$ cat config.mk
export PLATFORM = sky130hd
export DESIGN_NAME = dcr_div_cell
export DESIGN_NICKNAME = d
export VERILOG_FILES = /design/src/rtl/dcr_pkg.sv /design/src/rtl/dcr_div_cell.sv
export SDC_FILE = /design/constraint.sdc
export NUM_CORES = 1
export LEC_CHECK = 0
export ABC_AREA = 1
export BUFFER_PORTS_ARGS = -buffer_cell sky130_fd_sc_hd__buf_2
export CAP_MARGIN = 40
export CORE_UTILIZATION = 45
export CTS_BUF_LIST = sky130_fd_sc_hd__clkbuf_2
export DETAILED_ROUTE_END_ITERATION = 10
export PLACE_DENSITY_LB_ADDON = 0.12
export SETUP_SLACK_MARGIN = 0.4
export SYNTH_ARGS = -nofsm -noshare
export SYNTH_HDL_FRONTEND = slang
export SYNTH_SLANG_ARGS = --single-unit
$ cat constraint.sdc
create_clock -name i_clk -period 4.8 [get_ports i_clk]
set_input_delay 1.2 -clock i_clk [delete_from_list [all_inputs] [get_ports i_clk]]
set_output_delay 1.2 -clock i_clk [all_outputs]
set_load 0.02 [all_outputs]
$ cat src/rtl/dcr_pkg.sv
`timescale 1ns / 1ps

package dcr_pkg;

    localparam int DEPTH_BITS_DEF = 24;

    // configuration register map
    localparam int CFG_IDX_BITS = 2;
    localparam logic [CFG_IDX_BITS-1:0] REG_NEAR_DEPTH = 2'd0;
    localparam logic [CFG_IDX_BITS-1:0] REG_FAR_DEPTH  = 2'd1;

    localparam int NEAR_DEPTH_RESET = 768;
    localparam int FAR_DEPTH_RESET  = 15360;

    // the ramp spans ten scale steps
    localparam int BAND_STEPS = 10;

    // floor(x / 10) == (x * DIV10_RECIP) >> DIV10_SHIFT for any 32-bit x
    localparam logic [31:0] DIV10_RECIP = 32'hCCCC_CCCD;
    localparam int          DIV10_SHIFT = 35;

    // ramp quotient stays below 3 * 255, so ten bits
    localparam int QUO_BITS = 10;

    localparam int               COLOR_BITS = 8;
    localparam logic [COLOR_BITS-1:0] COLOR_FULL = 8'hff;
    localparam logic [COLOR_BITS-1:0] COLOR_NONE = 8'h00;

    typedef enum logic [2:0] {
        BAND_BELOW,
        BAND_GREEN_UP,
        BAND_BLUE_DOWN,
        BAND_RED_UP,
        BAND_GREEN_DOWN,
        BAND_BLUE_UP,
        BAND_ABOVE
    } t_band;

    typedef struct packed {
        logic  valid;
        t_band band;
    } t_cell_ctrl;

endpackage

$ cat src/rtl/dcr_div_cell.sv
`timescale 1ns / 1ps

module dcr_div_cell import dcr_pkg::*; #(
    parameter int DEPTH_BITS = DEPTH_BITS_DEF,
    parameter int SHIFT      = 0
) (
    input  logic                      i_clk,
    input  logic                      i_rst_n,
    input  logic                      i_adv,
    input  t_cell_ctrl                i_ctrl,
    input  logic [DEPTH_BITS+7:0]     i_rem,
    input  logic [QUO_BITS-1:0]       i_quo,
    input  logic [DEPTH_BITS-4:0]     i_scale,
    output t_cell_ctrl                o_ctrl,
    output logic [DEPTH_BITS+7:0]     o_rem,
    output logic [QUO_BITS-1:0]       o_quo
);

    localparam int RW = DEPTH_BITS + 8;

    t_cell_ctrl      r_ctrl;
    logic [RW-1:0]   r_rem;
    logic [QUO_BITS-1:0] r_quo;
    logic [RW-1:0]   w_div;
    logic [RW:0]     w_trial;

    // restoring step: subtract the shifted divisor if it fits
    assign w_div   = RW'(i_scale) << SHIFT;
    assign w_trial = {1'b0, i_rem} - {1'b0, w_div};

    always_ff @(posedge i_clk) begin
        if (!i_rst_n) begin
            r_ctrl <= '{valid: 1'b0, band: BAND_BELOW};
        end else if (i_adv) begin
            r_ctrl <= i_ctrl;
        end
    end

    always_ff @(posedge i_clk) begin
        if (i_adv) begin
            r_rem <= w_trial[RW] ? i_rem : w_trial[RW-1:0];
            r_quo <= {i_quo[QUO_BITS-2:0], ~w_trial[RW]};
        end
    end

    assign o_ctrl = r_ctrl;
    assign o_rem  = r_rem;
    assign o_quo  = r_quo;

endmodule

Word level (Yosys, flattened, before mapping) --
Cells that the tools add are included.
Word-level totals: flip-flop bits (word level) 46, word-level logic and storage cells 7
Operators by class: $add $sub $neg 1, multiplexer cells 1, bitwise gates (word level) 1
Operators by type and width (number):
- 32-bit by 21-bit subtractor with 33-bit output | 1
- 32-bit 2-to-1 mux | 1
- 1-bit NOT | 1

Longest topological paths before layout --
word-level depth 2, depth in mapped cells 16, gate-level depth less buffers 15

Worst setup path before layout --
Ideal clock, no wire load.
kind input port to flip-flop, from in i_rem[0], to reg r_rem[10], in the netlist o_rem[10], data pin, setup time 0.252 ns, data arrival time 2.784 ns, data required time 4.548 ns, slack 1.763 ns, cell stages on the path 16, buffers on the path 1, cell sequence inv_1 -> ha_1 -> fa_1 -> inv_1 -> nand3_1 -> nand3_1 -> nand2_2 -> nand2_4 -> nand2_2 -> nand2_4 -> nand2_4 -> nand2_4 -> inv_2 -> buf_2 -> nand2_1 -> nand2_1
On the way: cells in the longest elaborated chain, start to end 2
RTL lines:
- start, declared | line dcr_div_cell.sv:11 | input logic [DEPTH_BITS+7:0] i_rem,
- 32-bit by 21-bit subtractor with 33-bit output | line dcr_div_cell.sv:29 | assign w_trial = {1'b0, i_rem} - {1'b0, w_div};
- 32-bit 2-to-1 mux | line dcr_div_cell.sv:41 | r_rem <= w_trial[RW] ? i_rem : w_trial[RW-1:0];
- end signal, assigned | line dcr_div_cell.sv:41
- end, declared | line dcr_div_cell.sv:22 | logic [RW-1:0] r_rem;
No other way between the ends. A chain may end at the register's enable or synchronous reset.

Final worst setup path --
from in i_rem[0], to reg r_rem[16], in the netlist o_rem[16], data pin
Same word-level chain as after synthesis.

==> out/qor.csv <==
stage,metric,value,unit
logic_synthesis,synth-xor-area-share,3.47,%
sta,setup_tns,0,ps
clock_tree,cts-root-buf,clkbuf_2,
placement,dpl_cell_area,0.00445,sq mm
routing,drc,0,
sta,fin_ws,1500,ps
routing,wl_per_cell,12.4,um
job,drv_cap,0,
outcome,outcome,completed,
routing,ant_nets,0,
hold_path,holdCritPathClass,reg2reg,
clock_tree,post_cts_buffers,0,
worst_setup_path,required,4990,ps
grt,met2_usage,37.2,%
logic_synthesis,synth_area,0.00378,sq mm
grt,grt_max_degree,36,
logic_synthesis,synth-seq-cells,46,
clock_tree,cts_max_path_buffers,2,
logic_synthesis,synth-main-ff-cell,edfxtp_1,
power_and_ir_drop,peakVddDrop,0.000130,V
floorplan,dieWidth,93.7,um
clock_tree,cts-resized-gates,0,
placement,dpl_worst_slack,1030,ps
worst_setup_path,critPathKind,in2reg,
grt,grtUsageMet3,2.75,%
logic_synthesis,synth-edff-count,42,
sta,skew,0,ps
clock_tree,ctsHoldBuffers,0,
worst_setup_path,startpoint_type,input pin,
grt,met1_usage,33.7,%
cells_and_area,drive_gt1_share,22.5,%
logic_synthesis,synthAdderAreaFrac,7.48,%
worst_setup_path,endpoint_kind,flop,
logic_synthesis,seq_area_frac_synth,35.5,%
grt,antenna_found_initial,0,
sta,hold_viol_final,0,
sta,slew_violations,0,
logic_synthesis,yosysWarningCount,0,
logic_synthesis,yosys.area_share.simple,35.0,%
sta,setup_viol,0,
grt,grt-ovfl-total,0,
grt,grt_pass1_wl,15.7,mm
logic_synthesis,netlist_top_cells_count,"nand2_1, inv_1, edfxtp_1, nor2_1, nand3_1",
logic_synthesis,netlist_top_cells_area,"edfxtp_1, nand2_1, inv_1",
logic_synthesis,synthMuxAreaShare,0,%
power_and_ir_drop,power_density,239,mW/mm^2
floorplan,dieArea,0.00877,sq mm
logic_synthesis,synth-async-reset-ratio,0,%
logic_synthesis,synth_compound_area_share,6.55,%
power_and_ir_drop,leakage,2.51,nW
sta,tightest_slew,770,ps
logic_synthesis,syn_nets,649,
grt,grtUsageTotal,23.2,%
routing,drt_iter0_drc,137,
sta,rsz0062_at_grt,false,
cells_and_area,area_growth,18.8,%
sta,max_slew_margin,48.7,%
worst_setup_path,path_max_fanout,29,
placement,dp_hpwl,8.02,mm
routing,wirelength,9.71,mm
logic_synthesis,yosysTopAreaCell,edfxtp_1,
floorplan,row_count,33,
logic_synthesis,synth.distinct_cells,29,
clock_tree,worst_setup_hold_path_clk_slew,210,ps
sta,period_share,68.7,%
cells_and_area,nets,766,
placement,io_buffers,114,
sta,timing.fmax,303,MHz
floorplan,die_y,93.7,um
clock_tree,cts_made_buffers,5,
logic_synthesis,netlist_instances,557,
cells_and_area,final_util,55.0,%
logic_synthesis,synth_top_family_by_area,simple AND/OR/NAND/NOR gates,
placement,gp_congestion,0.874,
floorplan,coreArea,0.00818,sq mm
worst_setup_path,cp.arrival,3490,ps
routing,firstDrtPassIters,4,
clock_tree,htreeDepth,2,
logic_synthesis,yosysMostFrequentCell,nand2_1,
clock_tree,cts.sinks,46,
logic_synthesis,synth.avg_cell_area,6.79,sq um
routing,vias_per_cell,4.75,
sta,fin_hold_ws,544,ps
floorplan,pin_count,116,
grt,grt_pass1_vias,3355,
sta,fin_crit,3300,ps
cells_and_area,final_area,0.00449,sq mm
grt,top_usage_layer,met2,
routing,vias,3707,
floorplan,start_util,46.3,%
clock_tree,cts_tree,yes,
logic_synthesis,yosysTopAreaCellShare,33.4,%
cells_and_area,diodes,0,
clock_tree,clock_latency,400,ps
==> metrics by stage <==
step | std cells | total power, W
4_1_cts | 780 | 0.00108
3_3_place_gp | 772 | 0.000910
5_1_grt | 780 | 0.00114
2_1_floorplan | 557 | 0.000782
3_5_place_dp | 772 | 0.000916
6_report | 780 | 0.00107
==> cell usage in the layout (no fill, tap or decap), types with 2 or more instances in the layout <==
cell type / n
nand2_1: 222
buf_2: 114
inv_1: 106
edfxtp_1: 42
nor2_1: 41
nand3_1: 28
ha_1: 21
a21oi_1: 18
xor2_1: 13
o21ai_0: 10
a21oi_2: 10
nor3_1: 6
clkbuf_2: 6
inv_2: 5
nand2_2: 4
nand2_4: 4
dfxtp_1: 4
nor2_2: 3
nand4_1: 3
nand3b_1: 2
xnor2_1: 2
clkinv_2: 2
==> routing by layer <==
metal | share of wire (%) | wire, um
met5 | 0 | 0
met2 | 43 | 4180
met1 | 50 | 4890
met3 | 5.8 | 562
met4 | 0.82 | 80
==> power breakdown <==
part / internal, W / switching (W) / leakage [nW] / total [W]
sequential: 0.000495 / 0.0000102 / 0.445 / 0.000505
combinational: 0.000139 / 0.000262 / 2.03 / 0.000401
clock: 0.0000367 / 0.000130 / 0.0327 / 0.000167
==> final timing paths <==
check,endpoint,slack (ps),start,depth (start not counted)
max,o_rem[16],1500,i_rem[0],16
min,o_ctrl[3],540,o_ctrl[3],2
max reg2reg,o_ctrl[2],4130,o_ctrl[2],2
min reg2reg,o_ctrl[3],540,o_ctrl[3],2
==> flip-flops by register name, indices dropped and copies added (netlist names) <==
register / flops
o_quo: 10
o_rem: 32
o_ctrl: 4
==> layout make-up <==
type	count	area [sq um]
clock buffers	6	30.0
well taps	105	131
inverters	111	417
fillers	858	3680
multi-input cells	395	1990
flip-flops and latches	46	1340
repair buffers	115	578
clock inverters	2	10.0
==> worst max-delay path, cell delays in order <==
cell and delay (ps):
buf_2 70, inv_1 40, ha_1 220, fa_1 420
inv_1 120, nand3_1 80, nand3_1 160, nand2_2 90
nand2_4 80, nand2_2 60, nand2_4 90, nand2_4 60
nand2_4 240, inv_2 330, nand2_1 140, nand2_1 60
==> cells by family (layout without fill, tap and decap cells) <==
family	count (synthesis)	after routing
AO/OA/AOI/OAI	41	41
XOR/XNOR	15	15
adder cells (fa/ha/maj)	22	22
buffers and inverters	116	234
flip-flops	46	46
AND/OR/NAND/NOR	317	317
Power figures use the tool's default switching activity.
