==> config.mk <==
export PLATFORM = sky130hd
export DESIGN_NAME = dcr_scale
export DESIGN_NICKNAME = d
export VERILOG_FILES = /design/src/rtl/dcr_pkg.sv /design/src/rtl/dcr_scale.sv
export SDC_FILE = /design/constraint.sdc
export NUM_CORES = 1
export LEC_CHECK = 0
export ABC_AREA = 1
export ABC_CLOCK_PERIOD_IN_PS = 15100
export BUFFER_PORTS_ARGS = -buffer_cell sky130_fd_sc_hd__buf_2
export CELL_PAD_IN_SITES_DETAIL_PLACEMENT = 1
export CELL_PAD_IN_SITES_GLOBAL_PLACEMENT = 2
export CORE_ASPECT_RATIO = 1.1
export CORE_MARGIN = 4
export CORE_UTILIZATION = 39
export DETAILED_ROUTE_END_ITERATION = 10
export GPL_TIMING_DRIVEN = 0
export PLACE_DENSITY_LB_ADDON = 0.05
export SETUP_SLACK_MARGIN = 0.4
export SLEW_MARGIN = 20
export SYNTH_ARGS = -nofsm -noshare
export SYNTH_HDL_FRONTEND = slang
export SYNTH_SLANG_ARGS = --single-unit
==> constraint.sdc <==
create_clock -name i_clk -period 15.1 [get_ports i_clk]
set_input_delay 0.755 -clock i_clk [delete_from_list [all_inputs] [get_ports i_clk]]
set_output_delay 0.755 -clock i_clk [all_outputs]
set_load 0.02 [all_outputs]
==> src/rtl/dcr_pkg.sv <==
`timescale 1ns / 1ps

package dcr_pkg;

    localparam int DEPTH_BITS_DEF = 24;

    // configuration register map
    localparam int CFG_IDX_BITS = 2;
    localparam logic [CFG_IDX_BITS-1:0] REG_NEAR_DEPTH = 2'd0;
    localparam logic [CFG_IDX_BITS-1:0] REG_FAR_DEPTH  = 2'd1;

    localparam int NEAR_DEPTH_RESET = 768;
    localparam int FAR_DEPTH_RESET  = 15360;

    // the ramp spans ten scale steps
    localparam int BAND_STEPS = 10;

    // floor(x / 10) == (x * DIV10_RECIP) >> DIV10_SHIFT for any 32-bit x
    localparam logic [31:0] DIV10_RECIP = 32'hCCCC_CCCD;
    localparam int          DIV10_SHIFT = 35;

    // ramp quotient stays below 3 * 255, so ten bits
    localparam int QUO_BITS = 10;

    localparam int               COLOR_BITS = 8;
    localparam logic [COLOR_BITS-1:0] COLOR_FULL = 8'hff;
    localparam logic [COLOR_BITS-1:0] COLOR_NONE = 8'h00;

    typedef enum logic [2:0] {
        BAND_BELOW,
        BAND_GREEN_UP,
        BAND_BLUE_DOWN,
        BAND_RED_UP,
        BAND_GREEN_DOWN,
        BAND_BLUE_UP,
        BAND_ABOVE
    } t_band;

    typedef struct packed {
        logic  valid;
        t_band band;
    } t_cell_ctrl;

endpackage

==> src/rtl/dcr_scale.sv <==
`timescale 1ns / 1ps

module dcr_scale import dcr_pkg::*; #(
    parameter int DEPTH_BITS = DEPTH_BITS_DEF
) (
    input  logic                         i_clk,
    input  logic                         i_rst_n,
    input  logic signed [DEPTH_BITS-1:0] i_near,
    input  logic signed [DEPTH_BITS-1:0] i_far,
    output logic        [DEPTH_BITS-4:0] o_scale,
    output logic        [DEPTH_BITS-1:0] o_mul2,
    output logic        [DEPTH_BITS-1:0] o_mul4,
    output logic        [DEPTH_BITS-1:0] o_mul7,
    output logic        [DEPTH_BITS-1:0] o_mul10
);

    localparam int SW = DEPTH_BITS - 3;
    localparam int PW = DEPTH_BITS + 32;

    localparam logic signed [DEPTH_BITS-1:0] NEAR_RST = DEPTH_BITS'(NEAR_DEPTH_RESET);
    localparam logic signed [DEPTH_BITS-1:0] FAR_RST  = DEPTH_BITS'(FAR_DEPTH_RESET);
    localparam logic signed [DEPTH_BITS:0]   DIFF_RST =
        (DEPTH_BITS+1)'(FAR_RST) - (DEPTH_BITS+1)'(NEAR_RST);
    localparam logic [SW-1:0] SCALE_RST =
        (DIFF_RST < BAND_STEPS) ? '0 : SW'(DIFF_RST / BAND_STEPS);
    localparam logic [DEPTH_BITS-1:0] MUL2_RST  = DEPTH_BITS'(SCALE_RST * 2);
    localparam logic [DEPTH_BITS-1:0] MUL4_RST  = DEPTH_BITS'(SCALE_RST * 4);
    localparam logic [DEPTH_BITS-1:0] MUL7_RST  = DEPTH_BITS'(SCALE_RST * 7);
    localparam logic [DEPTH_BITS-1:0] MUL10_RST = DEPTH_BITS'(SCALE_RST * 10);

    logic signed [DEPTH_BITS:0]   r_diff, n_diff;
    logic        [SW-1:0]         r_scale, n_scale;
    logic        [DEPTH_BITS-1:0] r_mul2, r_mul4, r_mul7, r_mul10;
    logic        [DEPTH_BITS-1:0] n_mul2, n_mul4, n_mul7, n_mul10;
    logic        [DEPTH_BITS-1:0] w_mag;
    logic        [DEPTH_BITS-1:0] w_s;
    logic        [PW-1:0]         w_prod;

    assign n_diff = {i_far[DEPTH_BITS-1], i_far} - {i_near[DEPTH_BITS-1], i_near};

    // a negative span behaves like a zero step: nothing lands in a band
    assign w_mag   = r_diff[DEPTH_BITS] ? '0 : r_diff[DEPTH_BITS-1:0];
    assign w_prod  = PW'(w_mag) * PW'(DIV10_RECIP);
    assign n_scale = w_prod[DIV10_SHIFT +: SW];

    assign w_s     = DEPTH_BITS'(r_scale);
    assign n_mul2  = w_s << 1;
    assign n_mul4  = w_s << 2;
    assign n_mul7  = (w_s << 3) - w_s;
    assign n_mul10 = (w_s << 3) + (w_s << 1);

    always_ff @(posedge i_clk) begin
        if (!i_rst_n) begin
            r_diff  <= DIFF_RST;
            r_scale <= SCALE_RST;
            r_mul2  <= MUL2_RST;
            r_mul4  <= MUL4_RST;
            r_mul7  <= MUL7_RST;
            r_mul10 <= MUL10_RST;
        end else begin
            r_diff  <= n_diff;
            r_scale <= n_scale;
            r_mul2  <= n_mul2;
            r_mul4  <= n_mul4;
            r_mul7  <= n_mul7;
            r_mul10 <= n_mul10;
        end
    end

    assign o_scale = r_scale;
    assign o_mul2  = r_mul2;
    assign o_mul4  = r_mul4;
    assign o_mul7  = r_mul7;
    assign o_mul10 = r_mul10;

endmodule

== After elaboration in Yosys (flattened, before gate mapping) ==
Index checks and enable logic that the tools add are counted.

* Bits in registers: 121
* Input bits: 50
* Output and inout bits: 117
* Word-level logic and storage cells: 12

* $add $sub $neg: 3
* $mul: 1
* Muxes and demuxes: 1

{| class="wikitable"
|+ Operators by type and width
! operator !! number
|-
| 24-bit by 32-bit multiplier with 56-bit output (second input constant) || 1
|-
| 24-bit by 24-bit subtractor with 25-bit output || 1
|-
| 24-bit by 22-bit adder with 24-bit output || 1
|-
| 24-bit 2-to-1 mux || 1
|-
| 24-bit by 21-bit subtractor with 24-bit output || 1
|}

== Depth between registers and ports, before layout ==
Gate-level depths: netlist of the first run.

* Depth after elaboration: 2
* Gate-level depth with buffers: 35

== Worst setup path after synthesis of the first run ==
OpenSTA, ideal clock, no wires.

* Path kind: register to register
* From: reg r_diff[24]
* To: reg r_scale[10] (netlist: o_scale[10])
* Setup time: 0.134 ns
* Arrival time: 5.958 ns
* Data required time: 14.966 ns
* Path slack: 9.009 ns
* Cell stages (with the launch flop): 31
* Buffers on the path: 2
* Clock period less this slack: 6.091 ns
* Cells stage by stage: dfxtp_1 buf_6 clkbuf_1 nor2_1 ha_1 inv_1 fa_1 nor2_2 inv_1 nand2_1 inv_1 ha_1 or2_1 inv_1 fa_1 inv_1 fa_1 fa_1 inv_1 fa_1 inv_1 ha_1 nand2_1 nand2_1 a21boi_0 o21ai_0 o21bai_1 a21oi_1 nand2_1 nand2_1 nand3_1

* Cells in the longest elaborated chain, start to end: 2

{| class="wikitable"
|+ RTL lines
! element !! RTL line !! RTL
|-
| from (decl) || dcr_scale.sv:31 || <nowiki>logic signed [DEPTH_BITS:0] r_diff, n_diff;</nowiki>
|-
| from (signal assigned) || dcr_scale.sv:61 || <nowiki>r_diff <= n_diff;</nowiki>
|-
| 24-bit 2-to-1 mux || dcr_scale.sv:42 || <nowiki>assign w_mag = r_diff[DEPTH_BITS] ? '0 : r_diff[DEPTH_BITS-1:0];</nowiki>
|-
| 24-bit by 32-bit multiplier with 56-bit output || dcr_scale.sv:43 || <nowiki>assign w_prod = PW'(w_mag) * PW'(DIV10_RECIP);</nowiki>
|-
| to (signal assigned) || dcr_scale.sv:62 || <nowiki>r_scale <= n_scale;</nowiki>
|-
| to (decl) || dcr_scale.sv:32 || <nowiki>logic [SW-1:0] r_scale, n_scale;</nowiki>
|}

Every way passes these cells.
A chain may end at the register's enable or synchronous reset.

== Final worst setup path of the first run ==
* From: reg r_diff[24]
* To: reg r_scale[2] (netlist: o_scale[2])

The elaborated chain is that of the path after synthesis.

==> impl_metrics.tcl, run 1 <==
set metrics [dict create \
    cts_setup_buffers 0 \
    async_reset_ff_share_pct 0 \
    netlist.area_leader.share_pct 20.1 \
    worstPathArrival_ns 7.74 \
    yosys.area.top_type "ha_1" \
    rows 79 \
    place.gp.congestion 0.926 \
    whs_path_depth 2 \
    synth_cells 2308 \
    crit_type "reg -> reg" \
    met3_usage_pct 3.10 \
    vias 15465 \
    finalMaxSlewViolations 0 \
    slew_headroom_pct 27.7 \
    drc_errors 0 \
    yosysWarnings 0 \
    crit_fanout 10 \
    dp_hpwl_mm 53.7 \
    hold_class "reg -> reg" \
    synth_seq_cells 111 \
    rsz0062_at_grt "no" \
    grt_pass1_vias 16415 \
    use_met2_pct 44.5 \
    cts_sinks 111 \
    ios 167 \
    floorplan.die_area_mm2 0.0470 \
    use_met1_pct 32.5 \
    antenna_found_initial 0 \
    post-route-period-util_pct 49.4 \
    start_kind "register" \
    ctsResizeCount 0 \
    antenna_cells 0 \
    postSynthAreaPerCell_um2 7.36 \
    max_freq_mhz 134 \
    regToRegSetupSlack_ns 7.64 \
    grt_overflow 0 \
    ys.flop_type "dfxtp_1" \
    r2r_cells 25 \
    grt_max_degree 24 \
    die_y_um 227 \
    nets 2975 \
    drive_gt1_share_pct 11.8 \
    ant_nets 0 \
    tns_ns 0 \
    ys_types 47 \
    worstPathRequired_ns 15.38 \
    wirelength_mm 59.5 \
    fp.dieW_um 207 \
    syn_to_final_growth_pct 10.8 \
    finalHoldViolations 0 \
    synth_common_cells "inv_1, nand2_1, ha_1" \
    tightest_slew_ns 1.08 \
    synth_edf_count 0 \
    drt_first_pass_iters 5 \
    final-setup-viol-count 0 \
    clkLatencyLatePin_ns 0.41 \
    grt_pass1_wl_mm 91.2 \
    skew_ns 0.0305 \
    worstSetupEndpointType "register" \
    grt_busiest_layer "met2" \
    cts_tree "yes" \
    cts_buffers 9 \
    avgViaCountPerCell 5.06 \
    layout_min_cycle_time_ns 7.46 \
    htreeDepth 3 \
    postCtsHoldBufs 0 \
    clockBufferDepth 2 \
    hp-start "o_scale[20]" \
    r2r-end "o_scale[2]" \
    core_area_mm2 0.0427 \
    cts.clk_slew.worst_paths_ns 0.11 \
    grtUsageTotal_pct 25.4 \
    io_buffers 158 \
    synth_seq_area_share_pct 13.1 \
    synth_area_leaders "ha_1, fa_1, dfxtp_1, inv_1, nand2_1" \
    wl_per_cell_um 19.5 \
    hold_end "o_mul4[22]" \
    yosysMostFrequentCell "inv_1" \
    status "completed" \
    drt_iter0_drc 643 \
    syn_area_mm2 0.0170 \
    start_util_pct 39.8 \
    maxCapViolations 0 \
    root_buffer "clkbuf_16" \
    worstReg2RegStart "r_diff[24]" \
    holdWs_ns 0.536 \
]
## placed cells by master (no fill, tap or decap), types with 4 or more instances in the layout
cell type  count
a211oi_1       4
a21boi_0       5
a21o_1        15
a21oi_1      180
a31oi_1        4
buf_2        158
buf_4         34
clkbuf_1      10
clkbuf_16      9
conb_1         7
dfxtp_1      111
fa_1         169
ha_1         273
inv_1        520
inv_2         23
nand2_1      369
nand2_2       11
nand3_1       85
nand4_1       18
nor2_1       194
nor2_2        15
nor2_4         6
nor3_1        33
nor4_1        11
nor4_2         4
o21a_1        12
o21ai_0      100
o21ai_1       15
o21ai_2        5
o21bai_1      28
or2_2         10
xnor2_1        9
xor2_1        10
## registers in the layout, indices dropped and copies added, names as in the netlist
register and cells:
o_mul10 21, o_mul7 23, o_scale 21, o_mul4 21, r_diff 25
## cell families after synthesis
family,after synthesis,share of synthesized area (%)
AO/OA/AOI/OAI,381,12.6
XOR/XNOR,19,0.980
AND/OR/NAND/NOR,763,19.4
other,1,0.0221
adder cells (fa/ha/maj),442,40.0
buffers and inverters,591,13.9
flip-flops,111,13.1
## critical path, cell delays in order, from the launching register on
cell and delay [ns]:
dfxtp_1 0.31, buf_6 0.15, clkbuf_1 0.24, nor2_1 0.44, ha_1 0.44, fa_1 0.31
inv_1 0.09, fa_1 0.58, inv_1 0.12, fa_1 0.62, inv_1 0.09, fa_1 0.54
inv_1 0.06, fa_1 0.50, fa_1 0.54, ha_1 0.34, nand2_1 0.17, inv_1 0.09
nand2_1 0.20, nor3_1 0.81, nand2_1 0.12, nand2_1 0.11, nand2_1 0.08, nand3_1 0.07
nand2_1 0.05, nor2_1 0.27
## layout make-up
type	count	area, um^2
fillers	5540	23900
multi-input cells	1612	12400
flip-flops and latches	111	2220
inverters	544	2040
repair buffers	158	791
well taps	567	709
plain buffers	47	312
clock buffers	9	225
clock inverters	7	91.3
## layer usage
| layer | share of wire, % | wire, um |
|---|---|---|
| met1 | 43 | 25700 |
| met5 | 0 | 0 |
| met2 | 50 | 29500 |
| met3 | 3.9 | 2290 |
| met4 | 3.5 | 2060 |
## worst max path at each step
stage,start,endpoint,slack [ns]
after floorplan,r_diff[24],o_scale[10],9.01
after global placement,r_diff[24],o_scale[2],7.85
after detailed placement,r_diff[24],o_scale[2],7.74
after CTS,r_diff[24],o_scale[2],7.72
after global routing,r_diff[24],o_scale[2],7.31
final,r_diff[24],o_scale[2],7.64
## through the flow
step | util (%) | std cells | cell area [um^2] | setup slack, ns
global placement | 43.3 | 3039 | 18500 | 7.85
detailed placement | 43.3 | 3039 | 18500 | 7.74
CTS | 44.1 | 3055 | 18800 | 7.72
floorplan | - | 2314 | 17000 | 9.01
global route | 44.1 | 3055 | 18800 | 7.31
finish | 44.1 | 3055 | 18800 | 7.64
Power of run 1 is not shown: default switching activity piles up to over one toggle a cycle in this logic, so the estimate is an artifact.
==> run 2, diff against run 1 <==
- ABC_CLOCK_PERIOD_IN_PS: 15100 -> 7550
- CORE_UTILIZATION: 39 -> 36
- clock period: 15.1 -> 7.55 ns (I/O delays scaled with it)
==> impl_metrics.tcl, run 2 (synthesis gave the netlist of run 1 again) <==
set metrics [dict create \
    drt_first_pass_iters 5 \
    grt_busiest_layer "met2" \
    worstReg2RegStart "r_diff[24]" \
    hold_class "in -> reg" \
    use_met1_pct 30.9 \
    regMostFlops "r_diff" \
    cts_setup_buffers 0 \
    drt_iter0_drc 559 \
    drc_errors 0 \
    wirelength_mm 60.6 \
    final_common_cell "inv_1" \
    final-setup-viol-count 0 \
    r2r_cells 24 \
    worstPathArrival_ns 7.26 \
    regToRegSetupSlack_ns 0.65 \
    finalHoldViolations 0 \
    mostFrequentLayoutCells "inv_1, nand2_1, ha_1" \
    drive_gt1_share_pct 12.5 \
    start_util_pct 36.4 \
    crit_path_end "o_scale[20]" \
    crit_type "reg -> reg" \
    tns_ns 0 \
    use_met2_pct 42.2 \
    crit_fanout 10 \
    tightest_slew_ns 1.15 \
    cts_tree "yes" \
    hp-start "i_near[0]" \
    place_area_mm2 0.0185 \
    largest_reg_flops 25 \
    met3_usage_pct 2.23 \
    vias 15439 \
    r2r-end "o_scale[20]" \
    htreeDepth 3 \
    io_buffers 158 \
    fp.dieW_um 215 \
    die_y_um 236 \
    max_freq_mhz 145 \
    cts_buffers 9 \
    status "completed" \
    worstSetupEndpointType "register" \
    rsz0062_at_grt "yes" \
    core_area_mm2 0.0466 \
    dp_hpwl_mm 54.9 \
    worstPathRequired_ns 7.90 \
    clkLatencyLatePin_ns 0.41 \
    syn_to_final_growth_pct 11.4 \
    wl_per_cell_um 19.7 \
    cts.clk_slew.worst_paths_ns 0.10 \
    grt_max_degree 24 \
    avgViaCountPerCell 5.01 \
    place.gp.congestion 0.956 \
    grtUsageTotal_pct 23.8 \
    skew_ns 0.0287 \
    start_kind "register" \
    maxCapViolations 0 \
    slew_headroom_pct 23.3 \
    root_buffer "clkbuf_16" \
    floorplan.die_area_mm2 0.0507 \
    finalMaxSlewViolations 0 \
    ant_nets 0 \
    rows 83 \
    layout_min_cycle_time_ns 6.90 \
    grt_overflow 0 \
    fin_area_mm2 0.0189 \
    grt_pass1_vias 16203 \
    ios 167 \
    nets 2975 \
    clockBufferDepth 2 \
    antenna_cells 0 \
    grt_pass1_wl_mm 93.6 \
    antenna_found_initial 0 \
    startpoint "r_diff[24]" \
    post-route-period-util_pct 91.4 \
    cts_sinks 111 \
]
==> run 2: timing repair <==
item,CTS,global route
pin swaps,0,0
hold buffers,0,0
endpoints found under the setup margin,11,20
gates resized for setup,4,21
==> run 2: per-stage QoR <==
step / hold WS, ns / instances / setup WS [ns] / utilization (%)
floorplan: 0.492 / 2314 / 1.46 / -
global placement: 0.569 / 3067 / 0.135 / 39.8
detailed placement: 0.578 / 3067 / 0.0810 / 39.8
CTS: 0.267 / 3083 / 0.412 / 40.5
global route: 0.286 / 3083 / 0.276 / 40.6
finish: 0.285 / 3083 / 0.648 / 40.6
==> run 2: worst max-delay path, stage by stage (launching register included) <==
cell,delay (ns)
dfxtp_1,0.31
buf_6,0.15
clkbuf_4,0.21
nor2_1,0.31
ha_1,0.29
inv_1,0.11
fa_1,0.52
fa_1,0.62
fa_1,0.52
inv_1,0.11
fa_1,0.56
inv_1,0.06
fa_1,0.54
inv_1,0.06
fa_1,0.53
inv_1,0.05
ha_1,0.31
nand2_1,0.16
o21ai_0,0.49
a21oi_2,0.13
nand3_1,0.23
nand3_1,0.26
nand3_1,0.16
nand2_1,0.06
nor2_1,0.10
==> run 2: final cells by class <==
class | count | area [um^2]
clock buffers | 9 | 225
clock inverters | 7 | 91.3
fillers | 5944 | 27700
plain buffers | 47 | 315
multi-input cells | 1612 | 12500
well taps | 595 | 744
repair buffers | 158 | 791
flip-flops and latches | 111 | 2220
inverters | 544 | 2040
==> run 2: worst min-delay path by stage <==
stage / to / cells after the start
2_1_floorplan: o_mul4[2] / 2
3_3_place_gp: o_mul4[22] / 2
3_5_place_dp: o_mul4[22] / 2
4_1_cts: r_diff[0] / 3
5_1_grt: r_diff[0] / 3
6_report: r_diff[0] / 3
==> run 2: layer usage <==
layer | routed length [um] | up-vias
met3 | 1360 | 62
met2 | 30500 | 208
met1 | 27100 | 7579
met5 | 0 | -
met4 | 1680 | 0
li1 | - | 7590
Power of run 2 is left out for the same reason.
